File: src/rtl/lstok_pkg.sv
// shared types and constants for the linker script tokenizer
package lstok_pkg;

  localparam int JOB_BYTES   = 4;
  localparam int AVAIL_W     = 3;
  localparam int FIELD_W     = 24;
  localparam int DOUT_W      = 8;
  localparam int LINE_W      = 24;
  localparam int CNT_W       = 3;
  localparam int JOB_Q_DEPTH = 4;
  localparam int OUT_Q_DEPTH = 4;

  localparam logic [LINE_W-1:0] LINE_MAX    = '1;
  localparam logic [CNT_W-1:0]  MAX_RESULTS = CNT_W'(4);

  typedef enum logic [1:0] {
    LM_DEFAULT,
    LM_COMMENT,
    LM_WORD,
    LM_NUMBER
  } lex_mode_t;

  typedef enum logic {
    FS_RUN,
    FS_FLUSH
  } front_state_t;

  typedef enum logic {
    JOB_DECIDE,
    JOB_CLOSE
  } job_kind_t;

  typedef enum logic [3:0] {
    TK_WORD        = 4'd0,
    TK_NUMBER      = 4'd1,
    TK_STRING      = 4'd2,
    TK_COMMENT     = 4'd3,
    TK_ASSIGN      = 4'd4,
    TK_OPERATOR    = 4'd5,
    TK_BRACE_OPEN  = 4'd6,
    TK_BRACE_CLOSE = 4'd7,
    TK_PAREN_OPEN  = 4'd8,
    TK_PAREN_CLOSE = 4'd9
  } tok_kind_t;

  typedef struct packed {
    job_kind_t                   kind;
    logic                        item_end;
    logic [AVAIL_W-1:0]          avail;
    logic [JOB_BYTES-1:0][7:0]   bytes;
  } job_t;

  typedef struct packed {
    tok_kind_t           kind;
    logic [FIELD_W-1:0]  start_pos;
    logic [FIELD_W-1:0]  token_length;
    logic [FIELD_W-1:0]  start_line;
    logic [FIELD_W-1:0]  end_line;
    logic [DOUT_W-1:0]   paren_depth;
    logic [DOUT_W-1:0]   scope_depth;
  } tok_t;

  typedef struct packed {
    tok_t tok;
    logic last;
  } out_item_t;

endpackage

File: src/rtl/lstok_fifo.sv
// small register queue with count based full and empty
module lstok_fifo #(
  parameter int WIDTH = 8,
  parameter int DEPTH = 4
) (
  input  logic             clk,
  input  logic             rst,
  input  logic             push,
  input  logic [WIDTH-1:0] push_data,
  output logic             full,
  input  logic             pop,
  output logic [WIDTH-1:0] pop_data,
  output logic             empty
);

  localparam int PTR_W = $clog2(DEPTH);
  localparam int CNT_W = $clog2(DEPTH + 1);

  logic [WIDTH-1:0] mem [DEPTH];
  logic [PTR_W-1:0] wr_ptr;
  logic [PTR_W-1:0] rd_ptr;
  logic [CNT_W-1:0] count;
  logic             do_push;
  logic             do_pop;

  assign full     = (count == CNT_W'(DEPTH));
  assign empty    = (count == '0);
  assign do_push  = push && !full;
  assign do_pop   = pop && !empty;
  assign pop_data = mem[rd_ptr];

  always_ff @(posedge clk) begin
    if (rst) begin
      wr_ptr <= '0;
      rd_ptr <= '0;
      count  <= '0;
    end else begin
      if (do_push) begin
        wr_ptr <= wr_ptr + 1'b1;
      end
      if (do_pop) begin
        rd_ptr <= rd_ptr + 1'b1;
      end
      case ({do_push, do_pop})
        2'b10:   count <= count + 1'b1;
        2'b01:   count <= count - 1'b1;
        default: count <= count;
      endcase
    end
  end

  always_ff @(posedge clk) begin
    if (do_push) begin
      mem[wr_ptr] <= push_data;
    end
  end

endmodule

File: src/rtl/lstok_front.sv
// front end: lookahead window, flush sequencing and job issue
module lstok_front
  import lstok_pkg::*;
#(
  parameter int LOOKAHEAD = 3
) (
  input  logic       clk,
  input  logic       rst,
  input  logic       in_valid,
  output logic       in_ready,
  input  logic [7:0] in_byte,
  input  logic       in_end,
  output logic       job_push,
  output job_t       job,
  input  logic       job_full
);

  localparam int FILL_W = $clog2(LOOKAHEAD + 1);
  localparam int IDX_W  = $clog2(LOOKAHEAD);
  localparam logic [FILL_W-1:0] FILL_FULL = FILL_W'(LOOKAHEAD);

  front_state_t      state;
  front_state_t      state_next;
  logic [7:0]        win [LOOKAHEAD];
  logic [FILL_W-1:0] fill;
  logic [FILL_W-1:0] fill_next;
  logic              accept;
  logic              win_load;
  logic              win_shift;

  assign accept = in_valid && in_ready;

  always_comb begin
    state_next = state;
    case (state)
      FS_RUN: begin
        if (accept && in_end) begin
          state_next = FS_FLUSH;
        end
      end
      FS_FLUSH: begin
        if (!job_full && fill == '0) begin
          state_next = FS_RUN;
        end
      end
      default: state_next = FS_RUN;
    endcase
  end

  always_comb begin
    in_ready  = 1'b0;
    job_push  = 1'b0;
    win_load  = 1'b0;
    win_shift = 1'b0;
    fill_next = fill;
    job.kind     = JOB_DECIDE;
    job.item_end = 1'b1;
    job.avail    = AVAIL_W'(LOOKAHEAD);
    for (int k = 0; k < JOB_BYTES - 1; k++) begin
      job.bytes[k] = win[k];
    end
    job.bytes[JOB_BYTES-1] = (LOOKAHEAD > JOB_BYTES - 1) ? win[LOOKAHEAD-1] : in_byte;
    case (state)
      FS_RUN: begin
        in_ready = !job_full;
        if (accept && !in_end) begin
          if (fill != FILL_FULL) begin
            win_load  = 1'b1;
            fill_next = fill + 1'b1;
          end else begin
            job_push  = 1'b1;
            win_shift = 1'b1;
          end
        end
      end
      FS_FLUSH: begin
        if (!job_full) begin
          job_push = 1'b1;
          if (fill != '0) begin
            job.item_end = 1'b0;
            job.avail    = AVAIL_W'(fill - 1'b1);
            job.bytes[JOB_BYTES-1] =
              (LOOKAHEAD > JOB_BYTES - 1) ? win[LOOKAHEAD-1] : 8'h00;
            win_shift = 1'b1;
            fill_next = fill - 1'b1;
          end else begin
            job.kind = JOB_CLOSE;
          end
        end
      end
      default: in_ready = 1'b0;
    endcase
  end

  always_ff @(posedge clk) begin
    if (rst) begin
      state <= FS_RUN;
      fill  <= '0;
    end else begin
      state <= state_next;
      fill  <= fill_next;
    end
  end

  always_ff @(posedge clk) begin
    if (win_load) begin
      win[fill[IDX_W-1:0]] <= in_byte;
    end else if (win_shift) begin
      for (int k = 0; k < LOOKAHEAD - 1; k++) begin
        win[k] <= win[k+1];
      end
      win[LOOKAHEAD-1] <= in_byte;
    end
  end

endmodule

File: src/rtl/lstok_back.sv
// back end: lexer state, counters, token build and run marking
module lstok_back
  import lstok_pkg::*;
#(
  parameter int POSITION_BITS = 24,
  parameter int DEPTH_BITS    = 8
) (
  input  logic      clk,
  input  logic      rst,
  input  logic      job_valid,
  input  job_t      job,
  output logic      job_pop,
  input  logic      out_room,
  output logic      out_push,
  output out_item_t out_item
);

  localparam int LEN_W = POSITION_BITS + 2;
  localparam logic [POSITION_BITS-1:0] POS_MAX   = '1;
  localparam logic [DEPTH_BITS-1:0]    DEPTH_MAX = '1;

  function automatic logic is_ws(input logic [7:0] ch);
    return (ch inside {[8'h09:8'h0D]}) || ch == " ";
  endfunction

  function automatic logic is_digit(input logic [7:0] ch);
    return ch inside {["0":"9"]};
  endfunction

  function automatic logic word_start(input logic [7:0] ch);
    return (ch inside {["A":"Z"], ["a":"z"]}) ||
           (ch inside {"_", ">", ":", "?", "*", "[", "]", "/", "!", "."});
  endfunction

  function automatic logic number_body(input logic [7:0] ch);
    return (ch inside {"K", "M", "x", "X", "b", "B"}) ||
           (ch inside {["0":"9"], ["A":"F"], ["a":"f"]});
  endfunction

  function automatic logic is_op(input logic [7:0] ch);
    return ch inside {"*", ">", "<", "/", "-", "+", "&", "%", "=", "?", ":", ",",
                      ";", "~", "(", ")", "{", "}", "!"};
  endfunction

  lex_mode_t                mode;
  lex_mode_t                mode_next;
  logic [POSITION_BITS-1:0] byte_pos;
  logic [POSITION_BITS-1:0] tok_pos;
  logic [LINE_W-1:0]        tok_line;
  logic [LINE_W-1:0]        line_count;
  logic [DEPTH_BITS-1:0]    paren;
  logic [DEPTH_BITS-1:0]    scope;
  logic [1:0]               skip;
  logic [CNT_W-1:0]         cnt;
  tok_t                     held;
  logic                     held_v;
  logic                     held_final;

  logic [7:0]               c;
  logic [7:0]               b1;
  logic [7:0]               b2;
  logic [7:0]               b3;
  logic                     p1;
  logic                     p2;
  logic                     p3;
  logic                     go;
  logic                     is_close;
  logic                     skipping;
  logic                     body;
  logic                     tok_end;
  logic                     cmt_end;
  logic                     dflt;
  logic                     close_emit;
  logic                     consume;
  logic                     item_done;
  logic                     nt;
  logic                     push_held;

  logic [1:0]               asg_len;
  logic [2:0]               op_len;
  logic                     d_emit;
  logic                     d_open;
  lex_mode_t                d_mode;
  tok_kind_t                d_kind;
  logic [2:0]               d_len;

  tok_kind_t                t_kind;
  logic [POSITION_BITS-1:0] t_start;
  logic [LEN_W-1:0]         t_len_raw;
  logic [POSITION_BITS-1:0] t_len;
  logic [LINE_W-1:0]        t_sl;
  logic [LINE_W-1:0]        t_el;
  tok_t                     tok;

  assign c  = job.bytes[0];
  assign b1 = job.bytes[1];
  assign b2 = job.bytes[2];
  assign b3 = job.bytes[3];
  assign p1 = job.avail >= AVAIL_W'(1);
  assign p2 = job.avail >= AVAIL_W'(2);
  assign p3 = job.avail >= AVAIL_W'(3);

  assign go         = job_valid && out_room;
  assign is_close   = (job.kind == JOB_CLOSE);
  assign skipping   = !is_close && skip != 2'd0;
  assign body       = (mode == LM_WORD) ? (is_digit(c) || word_start(c)) : number_body(c);
  assign tok_end    = !is_close && !skipping && (mode == LM_WORD || mode == LM_NUMBER) && !body;
  assign cmt_end    = !is_close && !skipping && mode == LM_COMMENT && c == "*" &&
                      p1 && b1 == "/";
  assign dflt       = !is_close && !skipping && mode == LM_DEFAULT;
  assign close_emit = is_close && mode != LM_DEFAULT;
  assign consume    = !tok_end;
  assign item_done  = go && consume && job.item_end;
  assign job_pop    = go && consume;

  // assignment and long operator lengths at this position
  always_comb begin
    asg_len = 2'd0;
    if (c == "=") begin
      asg_len = (!p1 || is_ws(b1)) ? 2'd1 : 2'd0;
    end else if (c inside {"*", "/", "%", "-", "+"}) begin
      asg_len = (p2 && b1 == "=" && is_ws(b2)) ? 2'd2 : 2'd0;
    end
    op_len = 3'd0;
    if (c == ">" && p1 && b1 == ">" && p2 && b2 == "=" && p3 && b3 == " ") begin
      op_len = 3'd4;
    end else if (c == "<" && p1 && b1 == "<" && p2 && b2 == "=" && p3 && b3 == " ") begin
      op_len = 3'd4;
    end else if (c == "!" && p1 && b1 == "=" && p2 && b2 == " ") begin
      op_len = 3'd3;
    end else if (c == "=" && p1 && b1 == "=" && p2 && b2 == " ") begin
      op_len = 3'd3;
    end else if (c == ">" && p1 && b1 == ">" && p2 && b2 == " ") begin
      op_len = 3'd3;
    end
  end

  // decision for a byte seen in the default mode
  always_comb begin
    d_emit = 1'b0;
    d_open = 1'b0;
    d_mode = LM_WORD;
    d_kind = TK_OPERATOR;
    d_len  = 3'd1;
    if (!is_ws(c)) begin
      if (is_digit(c)) begin
        d_open = 1'b1;
        d_mode = LM_NUMBER;
      end else if (c == "/" && p1 && b1 == "*") begin
        d_open = 1'b1;
        d_mode = LM_COMMENT;
      end else if (c == "\"") begin
        d_emit = 1'b1;
        d_kind = TK_STRING;
      end else if (asg_len != 2'd0) begin
        d_emit = 1'b1;
        d_kind = TK_ASSIGN;
        d_len  = 3'(asg_len);
      end else if (word_start(c)) begin
        if (is_op(c) && op_len != 3'd0) begin
          d_emit = 1'b1;
          d_len  = op_len;
        end else begin
          d_open = 1'b1;
        end
      end else if (is_op(c)) begin
        d_emit = 1'b1;
        case (c)
          "{":     d_kind = TK_BRACE_OPEN;
          "}":     d_kind = TK_BRACE_CLOSE;
          "(":     d_kind = TK_PAREN_OPEN;
          ")":     d_kind = TK_PAREN_CLOSE;
          default: d_kind = TK_OPERATOR;
        endcase
      end
    end
  end

  always_comb begin
    mode_next = mode;
    if (go) begin
      if (is_close || tok_end || cmt_end) begin
        mode_next = LM_DEFAULT;
      end else if (dflt && d_open) begin
        mode_next = d_mode;
      end
    end
  end

  always_comb begin
    nt = go && (close_emit || tok_end || cmt_end || (dflt && d_emit)) && cnt < MAX_RESULTS;
    case (mode)
      LM_WORD:    t_kind = TK_WORD;
      LM_NUMBER:  t_kind = TK_NUMBER;
      LM_COMMENT: t_kind = TK_COMMENT;
      default:    t_kind = d_kind;
    endcase
    t_start = dflt ? byte_pos : tok_pos;
    if (dflt) begin
      t_len_raw = LEN_W'(d_len);
    end else if (cmt_end) begin
      t_len_raw = LEN_W'(byte_pos) + LEN_W'(2) - LEN_W'(tok_pos);
    end else begin
      t_len_raw = LEN_W'(byte_pos) - LEN_W'(tok_pos);
    end
    if (t_len_raw == '0) begin
      t_len = POSITION_BITS'(1);
    end else if (t_len_raw > LEN_W'(POS_MAX)) begin
      t_len = POS_MAX;
    end else begin
      t_len = t_len_raw[POSITION_BITS-1:0];
    end
    t_sl = dflt ? line_count : tok_line;
    t_el = (dflt || mode == LM_COMMENT) ? line_count : tok_line;
    tok.kind         = t_kind;
    tok.start_pos    = FIELD_W'(t_start);
    tok.token_length = FIELD_W'(t_len);
    tok.start_line   = FIELD_W'(t_sl);
    tok.end_line     = FIELD_W'(t_el);
    tok.paren_depth  = DOUT_W'(paren);
    tok.scope_depth  = DOUT_W'(scope);
  end

  // one token is held back until it is known whether it ends its item
  assign push_held     = out_room && held_v && (held_final || nt || item_done);
  assign out_push      = push_held;
  assign out_item.tok  = held;
  assign out_item.last = held_final || !nt;

  always_ff @(posedge clk) begin
    if (rst) begin
      mode       <= LM_DEFAULT;
      byte_pos   <= '0;
      tok_pos    <= '0;
      tok_line   <= '0;
      line_count <= LINE_W'(1);
      paren      <= '0;
      scope      <= '0;
      skip       <= 2'd0;
      cnt        <= '0;
      held_v     <= 1'b0;
      held_final <= 1'b0;
    end else begin
      mode <= mode_next;
      if (out_room) begin
        if (nt) begin
          held_v     <= 1'b1;
          held_final <= item_done;
        end else if (push_held) begin
          held_v <= 1'b0;
        end
      end
      if (go) begin
        cnt <= item_done ? '0 : cnt + CNT_W'(nt);
        if (is_close) begin
          byte_pos   <= '0;
          tok_pos    <= '0;
          tok_line   <= '0;
          line_count <= LINE_W'(1);
          paren      <= '0;
          scope      <= '0;
          skip       <= 2'd0;
        end else if (consume) begin
          if (byte_pos != POS_MAX) begin
            byte_pos <= byte_pos + 1'b1;
          end
          if (skipping) begin
            skip <= skip - 1'b1;
          end else begin
            if (cmt_end) begin
              skip <= 2'd1;
            end else if (dflt && d_emit) begin
              skip <= 2'(d_len - 3'd1);
            end
            if (dflt && d_open) begin
              tok_pos  <= byte_pos;
              tok_line <= line_count;
            end
            case (c)
              "\n": if (line_count != LINE_MAX) line_count <= line_count + 1'b1;
              "{":  if (scope != DEPTH_MAX) scope <= scope + 1'b1;
              "}":  if (scope != '0) scope <= scope - 1'b1;
              "(":  if (paren != DEPTH_MAX) paren <= paren + 1'b1;
              ")":  if (paren != '0) paren <= paren - 1'b1;
              default: line_count <= line_count;
            endcase
          end
        end
      end
    end
  end

  always_ff @(posedge clk) begin
    if (out_room && nt) begin
      held <= tok;
    end
  end

endmodule

File: src/rtl/linker_script_tokenizer_unit.sv
// top level of the linker script tokenizer
// path: a byte's tokens and an end marker's tokens pass the job queue, the held token register
//   and the output queue in that order; a byte that closes a word or number and also emits is
//   decided again by the back end, and tokens come later when earlier items are still queued
// throughput: one byte per cycle while the job queue has room;
//   an end marker stalls input until the window is flushed, the first LOOKAHEAD bytes give none
// reset: synchronous, empties the window, clears lexer state, counters and both queues
module linker_script_tokenizer_unit
  import lstok_pkg::*;
#(
  parameter int POSITION_BITS = 24,
  parameter int DEPTH_BITS    = 8,
  parameter int LOOKAHEAD     = 3
) (
  input  logic         clk,
  input  logic         rst,
  input  logic         s_tvalid,
  output logic         s_tready,
  input  logic [7:0]   s_tdata,   // char_byte
  input  logic         s_tlast,   // end_of_stream
  output logic         m_tvalid,
  input  logic         m_tready,
  output logic [111:0] m_tdata,   // start_pos, token_length, start_line, end_line,
                                  // paren_depth, scope_depth
  output logic [3:0]   m_tuser,   // token_kind
  output logic         m_tlast    // last_of_run
);

  job_t      fj;
  logic      fj_push;
  logic      jq_full;
  logic      jq_empty;
  logic [$bits(job_t)-1:0] jq_data;
  job_t      bj;
  logic      bj_pop;
  logic      oq_full;
  logic      oq_empty;
  logic      oq_push;
  out_item_t oq_in;
  logic [$bits(out_item_t)-1:0] oq_data;
  out_item_t oq_out;

  lstok_front #(
    .LOOKAHEAD(LOOKAHEAD)
  ) u_front (
    .clk      (clk),
    .rst      (rst),
    .in_valid (s_tvalid),
    .in_ready (s_tready),
    .in_byte  (s_tdata),
    .in_end   (s_tlast),
    .job_push (fj_push),
    .job      (fj),
    .job_full (jq_full)
  );

  lstok_fifo #(
    .WIDTH($bits(job_t)),
    .DEPTH(JOB_Q_DEPTH)
  ) u_job_q (
    .clk       (clk),
    .rst       (rst),
    .push      (fj_push),
    .push_data (fj),
    .full      (jq_full),
    .pop       (bj_pop),
    .pop_data  (jq_data),
    .empty     (jq_empty)
  );

  assign bj = job_t'(jq_data);

  lstok_back #(
    .POSITION_BITS(POSITION_BITS),
    .DEPTH_BITS   (DEPTH_BITS)
  ) u_back (
    .clk       (clk),
    .rst       (rst),
    .job_valid (!jq_empty),
    .job       (bj),
    .job_pop   (bj_pop),
    .out_room  (!oq_full),
    .out_push  (oq_push),
    .out_item  (oq_in)
  );

  lstok_fifo #(
    .WIDTH($bits(out_item_t)),
    .DEPTH(OUT_Q_DEPTH)
  ) u_out_q (
    .clk       (clk),
    .rst       (rst),
    .push      (oq_push),
    .push_data (oq_in),
    .full      (oq_full),
    .pop       (m_tvalid && m_tready),
    .pop_data  (oq_data),
    .empty     (oq_empty)
  );

  assign oq_out   = out_item_t'(oq_data);
  assign m_tvalid = !oq_empty;
  assign m_tuser  = oq_out.tok.kind;
  assign m_tlast  = oq_out.last;
  assign m_tdata  = {oq_out.tok.scope_depth, oq_out.tok.paren_depth, oq_out.tok.end_line,
                     oq_out.tok.start_line, oq_out.tok.token_length, oq_out.tok.start_pos};

endmodule

File: config.mk
export PLATFORM = sky130hd
export DESIGN_NAME = linker_script_tokenizer_unit
export DESIGN_NICKNAME = d
export VERILOG_FILES = /design/src/rtl/lstok_pkg.sv /design/src/rtl/lstok_fifo.sv /design/src/rtl/lstok_front.sv /design/src/rtl/lstok_back.sv /design/src/rtl/linker_script_tokenizer_unit.sv
export SDC_FILE = /design/constraint.sdc
export NUM_CORES = 1
export LEC_CHECK = 0
export ABC_AREA = 1
export BUFFER_PORTS_ARGS = -buffer_cell sky130_fd_sc_hd__buf_2
export CAP_MARGIN = 20
export CELL_PAD_IN_SITES_DETAIL_PLACEMENT = 0
export CELL_PAD_IN_SITES_GLOBAL_PLACEMENT = 1
export CORE_MARGIN = 1.5
export CORE_UTILIZATION = 42
export CTS_BUF_LIST = sky130_fd_sc_hd__clkbuf_16
export CTS_CLUSTER_SIZE = 20
export DETAILED_ROUTE_END_ITERATION = 16
export GPL_TIMING_DRIVEN = 0
export PLACE_DENSITY = 0.71
export SLEW_MARGIN = 20
export SYNTH_ARGS = -nofsm -noshare
export SYNTH_HDL_FRONTEND = slang
export SYNTH_SLANG_ARGS = --single-unit
export TNS_END_PERCENT = 20
File: constraint.sdc
create_clock -name clk -period 10.1 [get_ports clk]
set_input_delay 1.515 -clock clk [delete_from_list [all_inputs] [get_ports clk]]
set_output_delay 1.515 -clock clk [all_outputs]
set_load 0.1 [all_outputs]
### Word level (Yosys, flattened, before mapping)

Memory sizes are Yosys's and may differ from the RTL's. A register that Yosys moved wholly into a read port is not among the register bits.
Cells that the tools add are included.

| operators by class | value |
|---|---|
| $add $sub $neg | 23 |
| order comparisons | 19 |
| equality and inequality tests | 65 |
| muxes and demuxes | 129 |
| bitwise gates (word level) | 2 |
| reductions and logical operators | 132 |

Operators with widths:

| operator | number |
|---|---|
| 2-to-1 mux 24 bit | 20 |
| equality test 8 x 6 -> 1 bit, second input constant | 28 |
| equality test 8 x 7 -> 1 bit, second input constant | 12 |
| 2-to-1 mux 8 bit | 11 |
| logical AND 1 bit | 63 |
| 2-to-1 mux 26 bit | 2 |
| adder 24 x 1 -> 24 bit, second input constant | 2 |
| != test 24 bit, second input constant | 2 |
| 2-to-1 mux 2 bit | 23 |
| 2-to-1 mux 1 bit | 41 |
| 2-to-1 mux 3 bit | 12 |
| less-or-equal comparator 8 x 7 -> 1 bit, second input constant | 4 |
| one-hot mux 8 bit (2 select lines) | 2 |
| 2-to-1 mux 4 bit | 7 |
| greater-than comparator 26 x 24 -> 1 bit, second input constant | 1 |
| logical NOT 26 bit | 1 |
| 2-to-1 mux 13 bit | 2 |
| nonzero test 2 bit | 13 |
| subtractor 26 x 24 -> 26 bit | 1 |
| adder 24 x 2 -> 25 bit, second input constant | 1 |
| subtractor 24 x 24 -> 25 bit | 1 |
| greater-or-equal comparator 8 x 4 -> 1 bit, second input constant | 3 |
| less-or-equal comparator 8 x 4 -> 1 bit, second input constant | 3 |
| nonzero test 19 bit | 1 |
| 46 further kinds | 114 |

| word-level totals | value |
|---|---|
| register bits | 254 |
| memory bits (writable) | 640 |
| bits of input ports | 13 |
| logic and storage cells | 400 |
| memories | 3 |

Memories:

| memory | words | bits a word | rd ports | clocked after Yosys merged registers in | wr ports | line | source |
|---|---|---|---|---|---|---|---|
| u_out_q.mem | 4 | 117 | 1 | 1 | 1 | lstok_fifo.sv:19 | `logic [WIDTH-1:0] mem [DEPTH];` |
| u_job_q.mem | 4 | 37 | 1 | 1 | 1 | lstok_fifo.sv:19 |  |
| u_front.win | 3 | 8 | 3 | 0 | 3 | lstok_front.sv:24 | `logic [7:0] win [LOOKAHEAD];` |

### Longest topological paths before layout

| logic depth | value |
|---|---|
| depth after elaboration | 29 |
| mapped depth | 30 |
| depth with buffers taken out | 28 |

### Hierarchy

From an unflattened synthesis, not the netlist that was laid out.

| second synthesis, totals | value |
|---|---|
| cells, all modules | 3904 |
| area total of the unflattened synthesis | 40572.7 um^2 |

Modules (own cells, without submodules):

| module | instances | cells each | area each (um^2) | sequential area each (um^2) |
|---|---|---|---|---|
| lstok_fifo at u_out_q | 1 | 1201 | 17800.8 | 14233.7 |
| lstok_back | 1 | 2141 | 15476.1 | 5905.7 |
| lstok_fifo at u_job_q | 1 | 428 | 5972.0 | 4624.4 |
| lstok_front | 1 | 129 | 1302.5 | 780.7 |
| linker_script_tokenizer_unit | 1 | 5 | 21.3 | 0.0 |

### Least setup slack after synthesis

Ideal clock, no wire load.

| timing | value |
|---|---|
| path kind | register to register |
| from | reg with a tool-made name |
| to | mem u_out_q.mem[0][0] in the netlist's numbering (enable) |
| arrival time | 6959 ps |
| required time | 9506 ps |
| path slack | 2547 ps |
| cell stages (with the launch flop) | 20 |
| period minus slack after synthesis | 7553 ps |
| path through | dfxtp_1 > buf_6 > buf_6 > buf_6 > buf_6 > nand2_1 > nand3_1 > nand2_4 > nand2_2 > inv_2 > nand3_1 > nor3_2 > nand2_2 > o21ai_0 > inv_1 > nand3_1 > nand2_1 > nand3_1 > nand2_2 > nor2_1 |

RTL lines:

| item | line |
|---|---|
| end: declaration | lstok_fifo.sv:19 |

==> impl_metrics.toml <==
[synth]
synth_cell_types = 55
seq_area_frac_synth_pct = 63.21
syn_inst = 3967
ys_async_sr_fraction_pct = 0
synth-compound-area-share_pct = 10.97
synth_flop_cell = "edfxtp_1"
synth_top_family_by_area = "simple AND/OR/NAND/NOR gates"
synthesis.area_um2 = 40420
synth_enable_flop_cells = 756
ys_ff_latch = 898
synthAdderAreaFrac_pct = 2.774
syn_area_per_cell_um2 = 10.19
synth-simple-area-share_pct = 16.70
ys_warn_count = 0
synthMuxAreaShare_pct = 0
synth_xor_area_share_pct = 1.560
synth_nets = 4066

[timing]
finalSetupViolCount = 0
slew_violations = 0
hold_violations = 0
worst_pin_slew_ps = 1127
fin_skew_ps = 54.79
rsz0062_at_grt = "no"
maxSlewHeadroom_pct = 24.86
min_period_over_period_pct = 67.73
max_freq_ghz = 0.1462
min_period_ps = 6841

[floorplanning]
rows = 113
core-area_um2 = 95150
ios = 132
die-area_um2 = 98100
fp.dieW_um = 313.2
start_util_pct = 42.47
die_h_um = 313.2

[critical_path]
r2r-start = "u_back.byte_pos[1]"
cp-start-kind = "flop"
cp_slowest_cell = "clkbuf_1"
r2r_cells = 22
cpPeakStageDelay_ps = 820
path_cells = "clkbuf_1, clkbuf_1, clkinv_1, clkbuf_2, clkbuf_1, o21ai_0, o22ai_1, buf_2"
crit_arrival_ps = 5330
r2r_slack_ps = 4600
r2r_end = "u_back.out_item[77]"
crit_type = "flop to output port"
cp-endpoint = "m_tdata[6]"
path_common_cell = "clkbuf_1"
end_kind = "output port"
critical_path_peak_fanout = 10
crit_required_ps = 8590

[final_layout]
syn2layout_area_growth_pct = 15.29
nets = 4326
antenna_cells = 0
fill_cells = 8691
final_cells = 5573
drive_gt1_share_pct = 9.424

[hold_path]
hp-class = "flop to flop"

[clocking]
ctsHtreeMaxLevel = 3
clkSlewWorstSetupHoldPaths_ps = 60
cts_hold_buf = 0
clock-sinks = 898
ctsLongestPathBuffers = 3
insertion_delay_ps = 680
cts_setup_buffers = 0
cts_tree = "yes"
cts_inserted_buffers = 96
cts-root-buf = "clkbuf_16"
cts_resized = 0

[global_routing]
grt_util_all_layers_pct = 23.11
grt_pass1_wl_um = 171300
antenna_found_initial = 1
overflow = 0
grt_max_degree = 60
grt_pass1_vias = 27630

[run]
max_cap_viol_count = 0

[route]
drcViolationCount = 0
drt_iter0_drc = 2945
antenna_left = 0
first_pass_iters = 6
via_per_inst = 5.317
wl_per_cell_um = 20.53
wl_um = 114400
vias = 29630

[outcome]
status = "complete, no violations"

[placed_design]
hpwl_um = 82590
dp.cells = 5394
place.gp.congestion = 0.9125
port_buffers = 130

[power]
ir_drop_mv = 0.1688
p_leak_nw = 17.32
powerDensity_nw_per_um2 = 290.3
total_power_w = 0.01353
[power breakdown]
part           internal, W  switching, W  total, W
sequential         0.00457      0.000228   0.00480
combinational      0.00108       0.00424   0.00532
clock              0.00197       0.00144   0.00341
[layout make-up]
cell class	instances	area, µm²	area share [%]
Sequential cell	898	25540	54.82
Timing Repair Buffer	162	1429	3.067
Clock buffer	98	2452	5.263
Clock inverter	81	646.9	1.388
Tap cell	1265	1583	3.397
Buffer	191	902.1	1.936
Multi-Input combinational cell	2604	13000	27.89
Inverter	274	1041	2.234
[placed cells by master (no fill, tap or decap), types with 17 or more instances in the layout]
master,synthesis,layout
nand2_1,768,768
edfxtp_1,756,756
nor2_1,484,475
o21ai_0,428,428
inv_1,258,282
a21oi_1,214,214
nand3_1,208,208
buf_2,20,150
dfxtp_1,142,142
clkbuf_1,134,133
o22ai_1,118,118
clkbuf_16,0,98
ha_1,80,80
nor3_1,48,48
xor2_1,48,48
nand4_1,43,43
xnor2_1,24,24
clkinv_1,2,23
clkinv_2,0,19
buf_16,0,19
buf_6,17,17
[per-layer routing]
| metal | global-route usage (%) | share of wire [%] | vias up |
|---|---|---|---|
| met1 | 33.32 | 46 | 14180 |
| met2 | 36.14 | 45 | 930 |
| met5 | 0 | 0.0096 | - |
| met3 | 2.991 | 6.1 | 161 |
| li1 | - | - | 14360 |
| met4 | 7.686 | 3.0 | 2 |
[registers in the layout, summed over array words and instances (netlist names), 3 cells and up, named ones only]
| signal | cells |
|---|---|
| u_out_q.count | 3 |
| u_back.cnt | 3 |
| u_job_q.count | 3 |
| u_back.byte_pos | 24 |
| u_back.paren | 8 |
| u_back.line_count | 24 |
| u_back.tok_line | 24 |
| u_job_q.mem | 148 |
| u_back.scope | 8 |
| u_back.out_item | 116 |
| u_front.win | 24 |
| u_out_q.mem | 468 |
| u_back.tok_pos | 24 |
[Yosys cell counts (17+ instances only)]
cell type	number	area (µm²)
ha_1	80	1001
buf_6	17	191.4
a21oi_1	214	1071
nor3_1	48	240.2
nand4_1	43	269.0
nor2_1	484	1817
o22ai_1	118	738.2
o21ai_0	428	2142
edfxtp_1	756	22700
nand2_1	768	2883
inv_1	258	968.4
xor2_1	48	420.4
xnor2_1	24	210.2
dfxtp_1	142	2843
clkbuf_1	134	503.0
buf_2	20	100.1
nand3_1	208	1041
[cells by family after synthesis]
kind of cell,count (synthesis)
adder cells (fa/ha/maj),86
buffers and inverters,465
XOR/XNOR,72
AND/OR/NAND/NOR,1620
AO/OA/AOI/OAI,826
flip-flops,898
[per-stage QoR]
stage          util, %  instance area (µm²)  TNS (ps)  hold WS [ps]  setup slack [ps]
4_1_cts          48.97                46590         0         441.8              3147
6_report         48.97                46590         0         436.8              3259
5_1_grt          48.97                46590         0         448.0              3077
3_3_place_gp     44.82                42650  -1215340         420.4             -2839
2_1_floorplan        -                40420         0         408.2              2547
3_5_place_dp     45.71                43500         0         427.3              3891
[worst min-delay path by stage]
| stage | cells after the start | from | slack [ps] | end |
|---|---|---|---|---|
| final | 0 | u_back.paren[7] | 440 | u_back.out_item[16] |
| after global routing | 0 | u_back.paren[7] | 450 | u_back.out_item[16] |
| after CTS | 0 | u_back.paren[7] | 440 | u_back.out_item[16] |
| after detailed placement | 0 | u_back.paren[7] | 430 | u_back.out_item[16] |
| after global placement | 0 | u_back.paren[7] | 420 | u_back.out_item[16] |
| after floorplan | 0 | u_back.paren[7] | 410 | u_back.out_item[16] |
[critical path: cells and delay by family, from the launching register on]
family,cells,cell delay [ps]
DFF,1,300
buffers and inverters,6,3800
AOI/OAI and AO/OA,2,520
Note: power is estimated with default switching activity, not from simulation.
